[config.mk]
export PLATFORM = sky130hd
export DESIGN_NAME = path_command_absolutizer_flat
export DESIGN_NICKNAME = d
export VERILOG_FILES = /design/src/design/pca_pkg.sv /design/src/design/pca_channels.sv /design/src/design/path_command_absolutizer.sv /design/src/design/pca_core.sv /design/src/flat_wrapper.sv
export VERILOG_INCLUDE_DIRS = /design/src /design/src/design
export SDC_FILE = /design/constraint.sdc
export NUM_CORES = 2
export LEC_CHECK = 0
export ABC_CLOCK_PERIOD_IN_PS = 12200
export BUFFER_PORTS_ARGS = -buffer_cell sky130_fd_sc_hd__buf_2
export CORE_AREA = 3 3 271 300
export CTS_CLUSTER_DIAMETER = 150
export DETAILED_ROUTE_END_ITERATION = 10
export DIE_AREA = 0 0 274 303
export GPL_TIMING_DRIVEN = 0
export HOLD_SLACK_MARGIN = 0.1
export PLACE_DENSITY_LB_ADDON = 0.05
export SYNTH_ARGS = -nofsm -noshare
export SYNTH_HDL_FRONTEND = slang
export SYNTH_SLANG_ARGS = --single-unit
[constraint.sdc]
create_clock -name clock -period 12.2 [get_ports clock]
set_input_delay 0.61 -clock clock [delete_from_list [all_inputs] [get_ports clock]]
set_output_delay 0.61 -clock clock [all_outputs]
set_load 0.01 [all_outputs]
[src/design/path_command_absolutizer_assert.svh]
// Assertion macros shared by the path command absolutizer modules.
`ifndef PATH_COMMAND_ABSOLUTIZER_ASSERT_SVH
`define PATH_COMMAND_ABSOLUTIZER_ASSERT_SVH

// Same-cycle implication, sampled on clock and disabled during reset.
`define PCA_ASSERT_NOW(lbl, ante, cons, msg) \
   lbl: assert property (@(posedge clock) disable iff (reset) (ante) |-> (cons)) \
      else $error(msg);

// Next-cycle implication, sampled on clock and disabled during reset.
`define PCA_ASSERT_NEXT(lbl, ante, cons, msg) \
   lbl: assert property (@(posedge clock) disable iff (reset) (ante) |=> (cons)) \
      else $error(msg);

`endif

[src/design/pca_pkg.sv]
// Package with the command codes, segment kinds and channel payload types.
`default_nettype none

package pca_pkg;

   localparam int COORD_WIDTH_DEFAULT = 32;
   localparam int FIELD_WIDTH         = 32;

   localparam logic [2:0] MODE_MOVE    = 3'd0;
   localparam logic [2:0] MODE_LINE    = 3'd1;
   localparam logic [2:0] MODE_HORIZ   = 3'd2;
   localparam logic [2:0] MODE_VERT    = 3'd3;
   localparam logic [2:0] MODE_CUBIC   = 3'd4;
   localparam logic [2:0] MODE_SMOOTH  = 3'd5;
   localparam logic [2:0] MODE_CLOSE   = 3'd6;
   localparam logic [2:0] MODE_INVALID = 3'd7;

   localparam logic [1:0] KIND_START = 2'd0;
   localparam logic [1:0] KIND_LINE  = 2'd1;
   localparam logic [1:0] KIND_CUBIC = 2'd2;
   localparam logic [1:0] KIND_CLOSE = 2'd3;

   typedef struct packed {
      logic [2:0]                      mode;
      logic                            is_relative;
      logic                            letter_present;
      logic signed [FIELD_WIDTH-1:0]   ctrl1_x;
      logic signed [FIELD_WIDTH-1:0]   ctrl1_y;
      logic signed [FIELD_WIDTH-1:0]   ctrl2_x;
      logic signed [FIELD_WIDTH-1:0]   ctrl2_y;
      logic signed [FIELD_WIDTH-1:0]   end_x;
      logic signed [FIELD_WIDTH-1:0]   end_y;
   } req_payload_type;

   typedef struct packed {
      logic [1:0]                      segment_kind;
      logic signed [FIELD_WIDTH-1:0]   from_x;
      logic signed [FIELD_WIDTH-1:0]   from_y;
      logic signed [FIELD_WIDTH-1:0]   c1_x;
      logic signed [FIELD_WIDTH-1:0]   c1_y;
      logic signed [FIELD_WIDTH-1:0]   c2_x;
      logic signed [FIELD_WIDTH-1:0]   c2_y;
      logic signed [FIELD_WIDTH-1:0]   to_x;
      logic signed [FIELD_WIDTH-1:0]   to_y;
   } rsp_payload_type;

endpackage

`default_nettype wire

[src/design/pca_channels.sv]
// Valid/ready channel interfaces for path command requests and segment results.
`default_nettype none

interface pca_req_if
   import pca_pkg::*;
   ();
   logic            valid;
   logic            ready;
   req_payload_type payload;

   modport source (output valid, output payload, input ready);
   modport sink   (input valid, input payload, output ready);
endinterface

interface pca_rsp_if
   import pca_pkg::*;
   ();
   logic            valid;
   logic            ready;
   rsp_payload_type payload;

   modport source (output valid, output payload, input ready);
   modport sink   (input valid, input payload, output ready);
endinterface

`default_nettype wire

[src/design/path_command_absolutizer.sv]
// Top level of the path command absolutizer: request and result registers.
`default_nettype none
`include "path_command_absolutizer_assert.svh"

// Converts one path command request (move, line, horizontal, vertical, cubic,
// smooth cubic or close, absolute or relative, with or without a letter) into
// one absolute segment with start, two controls and end in signed Q16.16.
// Requests that repeat a missing command or carry mode 7 produce no result.
// A request is registered, then decoded and resolved against the current point
// combinationally, and the segment lands in a result register; one request per
// cycle is taken while the result side keeps up. The result is valid right after
// the clock edge on which its request leaves the input register.
// The current point, subpath start, last control, sticky command and curve
// flag update in the cycle a request that is not dropped leaves the input
// register, so the next request sees them without delay.

module path_command_absolutizer
   import pca_pkg::*;
#(
   parameter int COORD_WIDTH = COORD_WIDTH_DEFAULT
) (
   input  wire logic clock,
   input  wire logic reset,
   pca_req_if.sink   req_chan,
   pca_rsp_if.source rsp_chan
);

   req_payload_type in_ff;
   logic            in_valid_ff, in_valid_in;
   rsp_payload_type out_ff;
   logic            out_valid_ff, out_valid_in;

   rsp_payload_type result;
   logic            drop;
   logic            advance;
   logic            req_fire;

   pca_core #(
      .COORD_WIDTH(COORD_WIDTH)
   ) u_core (
      .clock  (clock),
      .reset  (reset),
      .item   (in_ff),
      .fire   (advance),
      .result (result),
      .drop   (drop)
   );

   // A dropped request leaves without needing room in the result register.
   assign advance        = in_valid_ff && (drop || !out_valid_ff || rsp_chan.ready);
   assign req_chan.ready = !in_valid_ff || advance;
   assign req_fire       = req_chan.valid && req_chan.ready;

   assign in_valid_in  = req_fire || (in_valid_ff && !advance);
   assign out_valid_in = (advance && !drop) || (out_valid_ff && !rsp_chan.ready);

   always_ff @(posedge clock) begin
      if (reset) begin
         in_valid_ff  <= 1'b0;
         out_valid_ff <= 1'b0;
      end else begin
         in_valid_ff  <= in_valid_in;
         out_valid_ff <= out_valid_in;
      end
   end

   always_ff @(posedge clock) begin
      if (req_fire) begin
         in_ff <= req_chan.payload;
      end
      if (advance && !drop) begin
         out_ff <= result;
      end
   end

   assign rsp_chan.valid   = out_valid_ff;
   assign rsp_chan.payload = out_ff;

   `PCA_ASSERT_NOW(a_free_output_advances, in_valid_ff && !out_valid_ff, advance,
      "request held although the result register is empty")
   `PCA_ASSERT_NEXT(a_result_lands, advance && !drop, out_valid_ff,
      "processed request left no result")
   `PCA_ASSERT_NEXT(a_request_kept, in_valid_ff && !advance, in_valid_ff,
      "stalled request lost from the input register")

endmodule

`default_nettype wire

[src/design/pca_core.sv]
// Command decode, saturating coordinate math and path state registers.
`default_nettype none
`include "path_command_absolutizer_assert.svh"

module pca_core
   import pca_pkg::*;
#(
   parameter int COORD_WIDTH = COORD_WIDTH_DEFAULT
) (
   input  wire logic            clock,
   input  wire logic            reset,
   input  wire req_payload_type item,
   input  wire logic            fire,
   output rsp_payload_type      result,
   output logic                 drop
);

   localparam int CW = COORD_WIDTH;
   localparam int OW = (CW > FIELD_WIDTH) ? CW : FIELD_WIDTH;
   localparam int XW = OW + 1;

   localparam logic signed [CW-1:0] C_MAX  = {1'b0, {(CW-1){1'b1}}};
   localparam logic signed [CW-1:0] C_MIN  = {1'b1, {(CW-1){1'b0}}};
   localparam logic signed [XW-1:0] X_MAX  = {{(XW-CW+1){1'b0}}, {(CW-1){1'b1}}};
   localparam logic signed [XW-1:0] X_MIN  = ~X_MAX;
   localparam logic signed [CW-1:0] C_ZERO = '0;

   typedef logic signed [CW-1:0] coord_type;

   function automatic coord_type clamp_in(input logic signed [FIELD_WIDTH-1:0] v);
      logic signed [XW-1:0] e;
      e = XW'(v);
      if (e > X_MAX) begin
         return C_MAX;
      end else if (e < X_MIN) begin
         return C_MIN;
      end
      return e[CW-1:0];
   endfunction

   function automatic coord_type sat_add(input coord_type a, input coord_type b);
      logic signed [CW:0] s;
      s = (CW+1)'(a) + (CW+1)'(b);
      if (s[CW] != s[CW-1]) begin
         return s[CW] ? C_MIN : C_MAX;
      end
      return s[CW-1:0];
   endfunction

   function automatic coord_type sat_sub(input coord_type a, input coord_type b);
      logic signed [CW:0] s;
      s = (CW+1)'(a) - (CW+1)'(b);
      if (s[CW] != s[CW-1]) begin
         return s[CW] ? C_MIN : C_MAX;
      end
      return s[CW-1:0];
   endfunction

   function automatic logic signed [FIELD_WIDTH-1:0] out_field(input coord_type v);
      logic signed [OW-1:0] t;
      t = OW'(v);
      return t[FIELD_WIDTH-1:0];
   endfunction

   coord_type  cur_x_ff, cur_y_ff, start_x_ff, start_y_ff, last_x_ff, last_y_ff;
   logic [3:0] sticky_ff;
   logic       sticky_valid_ff;
   logic       prev_curve_ff;

   logic [3:0] cmd;
   logic [2:0] mode;
   logic       rel;
   coord_type  off_x, off_y;
   coord_type  from_x, from_y, a_x, a_y, b_x, b_y, t_x, t_y;
   coord_type  move_x, move_y, c1_x, c1_y, c2_x, c2_y;
   coord_type  dbl_x, dbl_y;
   logic [1:0] kind;
   logic       curve;

   assign cmd  = item.letter_present ? {item.is_relative, item.mode} : sticky_ff;
   assign mode = cmd[2:0];
   assign rel  = cmd[3];
   assign drop = (!item.letter_present && !sticky_valid_ff) || (mode == MODE_INVALID);

   assign off_x  = rel ? cur_x_ff : C_ZERO;
   assign off_y  = rel ? cur_y_ff : C_ZERO;
   assign move_x = sat_add(clamp_in(item.end_x), off_x);
   assign move_y = sat_add(clamp_in(item.end_y), off_y);
   assign c1_x   = sat_add(clamp_in(item.ctrl1_x), off_x);
   assign c1_y   = sat_add(clamp_in(item.ctrl1_y), off_y);
   assign c2_x   = sat_add(clamp_in(item.ctrl2_x), off_x);
   assign c2_y   = sat_add(clamp_in(item.ctrl2_y), off_y);
   // Mirror step: 2*current saturates before the last control is taken off.
   assign dbl_x  = sat_add(cur_x_ff, cur_x_ff);
   assign dbl_y  = sat_add(cur_y_ff, cur_y_ff);

   always_comb begin
      from_x = cur_x_ff;
      from_y = cur_y_ff;
      a_x    = cur_x_ff;
      a_y    = cur_y_ff;
      b_x    = move_x;
      b_y    = move_y;
      t_x    = move_x;
      t_y    = move_y;
      kind   = KIND_LINE;
      curve  = 1'b0;
      unique case (mode)
         MODE_MOVE: begin
            from_x = move_x;
            from_y = move_y;
            a_x    = move_x;
            a_y    = move_y;
            kind   = KIND_START;
         end
         MODE_LINE: begin
            kind = KIND_LINE;
         end
         MODE_HORIZ: begin
            t_y  = cur_y_ff;
            b_y  = cur_y_ff;
            kind = KIND_LINE;
         end
         MODE_VERT: begin
            t_x  = cur_x_ff;
            b_x  = cur_x_ff;
            kind = KIND_LINE;
         end
         MODE_CUBIC: begin
            a_x   = c1_x;
            a_y   = c1_y;
            b_x   = c2_x;
            b_y   = c2_y;
            kind  = KIND_CUBIC;
            curve = 1'b1;
         end
         MODE_SMOOTH: begin
            if (prev_curve_ff) begin
               a_x = sat_sub(dbl_x, last_x_ff);
               a_y = sat_sub(dbl_y, last_y_ff);
            end
            b_x   = c2_x;
            b_y   = c2_y;
            kind  = KIND_CUBIC;
            curve = 1'b1;
         end
         MODE_CLOSE: begin
            t_x  = start_x_ff;
            t_y  = start_y_ff;
            b_x  = start_x_ff;
            b_y  = start_y_ff;
            kind = KIND_CLOSE;
         end
         default: begin
            kind = KIND_LINE;
         end
      endcase
   end

   always_comb begin
      result.segment_kind = kind;
      result.from_x       = out_field(from_x);
      result.from_y       = out_field(from_y);
      result.c1_x         = out_field(a_x);
      result.c1_y         = out_field(a_y);
      result.c2_x         = out_field(b_x);
      result.c2_y         = out_field(b_y);
      result.to_x         = out_field(t_x);
      result.to_y         = out_field(t_y);
   end

   always_ff @(posedge clock) begin
      if (reset) begin
         cur_x_ff        <= '0;
         cur_y_ff        <= '0;
         start_x_ff      <= '0;
         start_y_ff      <= '0;
         last_x_ff       <= '0;
         last_y_ff       <= '0;
         sticky_ff       <= '0;
         sticky_valid_ff <= 1'b0;
         prev_curve_ff   <= 1'b0;
      end else if (fire && !drop) begin
         cur_x_ff        <= t_x;
         cur_y_ff        <= t_y;
         last_x_ff       <= b_x;
         last_y_ff       <= b_y;
         prev_curve_ff   <= curve;
         sticky_valid_ff <= 1'b1;
         if (mode == MODE_MOVE) begin
            start_x_ff <= t_x;
            start_y_ff <= t_y;
            // Coordinates after a move repeat as lines of the same relativity.
            sticky_ff  <= {rel, MODE_LINE};
         end else begin
            sticky_ff  <= cmd;
         end
      end
   end

   `PCA_ASSERT_NOW(a_sticky_not_move, sticky_valid_ff, sticky_ff[2:0] != MODE_MOVE,
      "sticky command holds a move")
   `PCA_ASSERT_NOW(a_curve_needs_sticky, prev_curve_ff, sticky_valid_ff,
      "curve flag set before any command")
   `PCA_ASSERT_NEXT(a_step_sets_sticky, fire && !drop, sticky_valid_ff,
      "sticky command not valid after a processed request")

endmodule

`default_nettype wire
[src/flat_wrapper.sv]
// flat-port wrapper written by rule: the top's interface ports become plain ports
module path_command_absolutizer_flat import pca_pkg::*;
#(
   parameter int COORD_WIDTH = COORD_WIDTH_DEFAULT
)
  (clock, reset, req_chan_valid, req_chan_payload, req_chan_ready, rsp_chan_valid, rsp_chan_payload, rsp_chan_ready);
  pca_req_if req_chan_i ();
  pca_rsp_if rsp_chan_i ();
  input  wire logic clock;
  input  wire logic reset;
  input wire logic [$bits(req_chan_i.valid)-1:0] req_chan_valid;
  input wire logic [$bits(req_chan_i.payload)-1:0] req_chan_payload;
  output wire logic [$bits(req_chan_i.ready)-1:0] req_chan_ready;
  output wire logic [$bits(rsp_chan_i.valid)-1:0] rsp_chan_valid;
  output wire logic [$bits(rsp_chan_i.payload)-1:0] rsp_chan_payload;
  input wire logic [$bits(rsp_chan_i.ready)-1:0] rsp_chan_ready;
  assign req_chan_i.valid = req_chan_valid;
  assign req_chan_i.payload = req_chan_payload;
  assign req_chan_ready = req_chan_i.ready;
  assign rsp_chan_valid = rsp_chan_i.valid;
  assign rsp_chan_payload = rsp_chan_i.payload;
  assign rsp_chan_i.ready = rsp_chan_ready;
  path_command_absolutizer #(.COORD_WIDTH(COORD_WIDTH)) u_core (.clock(clock), .reset(reset), .req_chan(req_chan_i), .rsp_chan(rsp_chan_i));
endmodule
==> metrics <==
status=finished, violations left; mux contribution to synthesized area=0.00801; CP Max Fanout=11; worst rel slew slack=-0.0614; mapped cell area=43100 um2; Setup crit start=u_core.in_ff[192]; Power per Cell Area=145 nW/um2; DR pass1 iterations=7; delay of the slowest cell on the worst path=1.06 ns; Adder-Cell Fraction of Synth Area=0.0809; Finish-stage setup viols=0; Sw Share=0.369; worst-skew pair later-pin latency=0.68 ns; I/O Buffers=460; final wirelength=212000 um; final instance area=49500 um2; most frequent cells in the layout=a21oi_1 (523), buf_2 (491), nor2_1 (478); Die Ht=303 um; Core ar.=78600 um2; Post-synth EDFFs=455; P_sw=0.00264 W; WHS Path Cells=1; CTS Buffer Depth=3; Final min period=9.07 ns; crit end category=flip-flop; pin count of the biggest net entering global routing=65; # DRC=0; cell total after placement=6392; M1 WL=68100 um; Most used DFF post-synth=edfxtp_1; wire length per cell=32.3 um; die width=274 um; Distinct cells, synth=96; Sink Count=655; initial antenna violation count=12; Clock Power Share=0.317; share of cells above drive strength 1=0.128; Post-Synthesis Cells=4875; placer's final routability congestion estimate=1.10; WL met2=91200 um; Syn Area/Cell=8.84 um2; grt ovf=0; CTS tree=yes; PnR Total Power=0.00716 W; FF-to-FF setup slack=3.13 ns; Compound-Gate Fraction of Synth Area=0.260; failing checks=capacitance limit, slew limit; Slew @ Worst Pin=1.59 ns; VDD IR max=0.149 mV; most common cell after layout, fill and taps aside=a21oi_1; DR WL met3=26100 um; total vias in the final route=44688; XOR/XNOR Fraction of Synth Area=0.0435; total CTS buffers=71; RSZ-0062 raised after global routing=false; async set or reset register ratio after synthesis=0; Clock Tree Root=clkbuf_16; post-synthesis register bit count=655; part of the power in registers=0.367; P&R area growth vs syn=15.0%; min-delay src=req_chan_payload[166]; crit path DAT=9.42 ns; Max Cap Violations=4; Syn Nets=5345; Pleak=20.5 nW; first-pass GRT wire length=291000 um; Non-Filler Instances=6552; Starting DRT DRC Count=7009; reg2reg start=u_core.in_ff[192]; vias in the first global route=41589; Hold EP=u_core.in_ff[166]; Initial Utilization=0.548; Slew Limit Fails=44; FF+latch area=17700 um2; die footprint=83000 um2; Vias/cell=6.82; Synth warnings=0; simple-gate share of the synthesized area=0.144; Worst setup SP type=flip-flop; Reg-to-Reg End=u_core.rsp_chan.payload[148]; GR Util All Layers=0.495; Crit-path slowest cell=clkbuf_1; Final ANT Viol Nets=0; Gate power share=0.317; placed cell area=47000 um2; post-detail-place hpwl=161000 um; Multi-input gate area=23100 um2; HP Class=input port to flip-flop; sequential share of the synthesized area=0.410; Setup Skew=0.0484 ns; Critical Path RT=12.55 ns; clock-pin transition on the worst setup and hold timing paths=0.07 ns; Highest Clock Rate=110 MHz; postcts setup bufs=0; filler instances=6727; row count=108; IO Pins=461; post-route clock period utilization=0.744; Worst Reg-to-Reg Cells=19; nets@finish=5902; P_int=0.00452 W; uppermost layer routed=met5; Cell Chain, Critical Path=buf_2 -> mux2i_1 -> clkbuf_2 -> clkbuf_1 -> nor2b_1 -> ha_1 -> inv_1 -> fa_1 -> nor2b_1 -> o2111a_1 -> nor3_1 -> o31ai_1 -> a21bo_2 -> and2_1 -> mux2i_1 -> nand2_1 -> clkbuf_1 -> o21ai_0 -> nand3_1; largest family of logic cells by synthesized area=compound AO/OA/AOI/OAI gates; final-report hold violation count=0; WS Path Type=flip-flop to flip-flop; H-tree levels=3
## worst max-delay path by stage
| stage | to |
|---|---|
| finish | u_core.rsp_chan.payload[148] |
| global route | u_core.rsp_chan.payload[148] |
| CTS | u_core.rsp_chan.payload[148] |
| detailed placement | u_core.rsp_chan.payload[148] |
| global placement | u_core.in_ff[3] |
| floorplan | u_core.in_ff[0] |
## metrics by stage
stage	utilization	hold WS, ns	TNS (ns)	worst slack (ns)
6_report	0.630	0.111	0	3.13
5_1_grt	0.630	0.119	0	3.86
4_1_cts	0.629	0.102	0	3.78
3_5_place_dp	0.597	0.461	0	3.83
3_3_place_gp	0.594	0.439	-968.91	-3.29
2_1_floorplan	-	0.432	0	1.21
## logic make-up (layout without fill, tap and decap cells)
family          Yosys count  in the layout
compound gates         1728           1728
fa+ha+maj               275            275
buf+inv                 611           1227
flops                   655            655
mux                      33             33
other cells               0             16
simple gates           1359           1359
xor+xnor                214            214
## flip-flops by register name (all words and copies together), names as in the netlist, 4 cells and up
| name | count |
|---|---|
| u_core.u_core.start_y_ff | 32 |
| u_core.u_core.start_x_ff | 32 |
| u_core.in_ff | 197 |
| u_core.u_core.cur_y_ff | 32 |
| u_core.u_core.last_y_ff | 32 |
| u_core.u_core.sticky_ff | 4 |
| u_core.u_core.last_x_ff | 32 |
| u_core.u_core.cur_x_ff | 32 |
| u_core.rsp_chan.payload | 258 |
## cell usage after synthesis, drive strengths merged, types with 11 or more instances
| cell type | n | area (um2) |
|---|---|---|
| a211oi | 119 | 906 |
| xor2 | 86 | 753 |
| or3 | 41 | 257 |
| edfxtp | 455 | 13700 |
| o22ai | 15 | 93.8 |
| a2111oi | 14 | 135 |
| or2 | 11 | 68.8 |
| o221ai | 19 | 166 |
| o21bai | 34 | 255 |
| o31ai | 49 | 395 |
| o21a | 49 | 368 |
| nor2 | 481 | 1810 |
| a211o | 15 | 131 |
| o2111ai | 16 | 140 |
| a31oi | 57 | 408 |
| o211ai | 25 | 188 |
| a21o | 221 | 1660 |
| dfxtp | 200 | 4000 |
| a22o | 16 | 140 |
| mux2i | 24 | 244 |
| inv | 166 | 623 |
| xnor2 | 128 | 1120 |
| clkbuf | 398 | 1500 |
| a221oi | 39 | 392 |
| nand2b | 33 | 206 |
| nand4 | 35 | 219 |
| and3 | 48 | 300 |
| a21oi | 524 | 2630 |
| nor3b | 11 | 82.6 |
| nand2 | 412 | 1550 |
| a311oi | 12 | 118 |
| nor2b | 95 | 594 |
| nand3 | 54 | 270 |
| a22oi | 21 | 163 |
| buf | 47 | 225 |
| ha | 261 | 3270 |
| and2 | 29 | 186 |
| o21ai | 372 | 1860 |
| nor3 | 77 | 395 |
## power by group through the flow
| stage | registers, W | logic (W) | clock network [W] |
|---|---|---|---|
| floorplan | 0.00268 | 0.00128 | 0 |
| global placement | 0.00270 | 0.00209 | 0 |
| detailed placement | 0.00267 | 0.00210 | 0 |
| CTS | 0.00262 | 0.00211 | 0.00225 |
| global route | 0.00263 | 0.00233 | 0.00234 |
| finish | 0.00263 | 0.00227 | 0.00227 |
## layer usage
metal  global-route usage  vias up
met1                0.533    20844
met5              0.00877        -
met2                0.751     3725
met3                0.166     1202
li1                     -    18900
met4                0.490       17
## critical path: cells and delay by family, from the launching register on
kind / cells / cell delay [ns]
DFF: 1 / 0.31
AOI/OAI and AO/OA: 4 / 1.65
and+or+nand+nor: 6 / 2.51
buffers and inverters: 5 / 2.63
adders and majority gates: 2 / 0.57
muxes: 2 / 1.06
## area by class of cell
cell class,count,area share
Timing Repair Buffer,484,0.0539
Tap cell,1045,0.0264
Inverter,166,0.0126
Buffer,445,0.0349
Multi-Input combinational cell,3609,0.467
Antenna cell,16,0.000808
Clock buffer,89,0.0395
Clock inverter,43,0.00866
Sequential cell,655,0.357
## what timing repair did
| item | 4_1_cts | 5_1_grt |
|---|---|---|
| resized for setup | 0 | 0 |
| setup endpoints to repair | 0 | 0 |
| hold endpoints to repair | 12 | 0 |
| hold buffers | 12 | 0 |
Note: power is estimated with default switching activity, not from simulation.
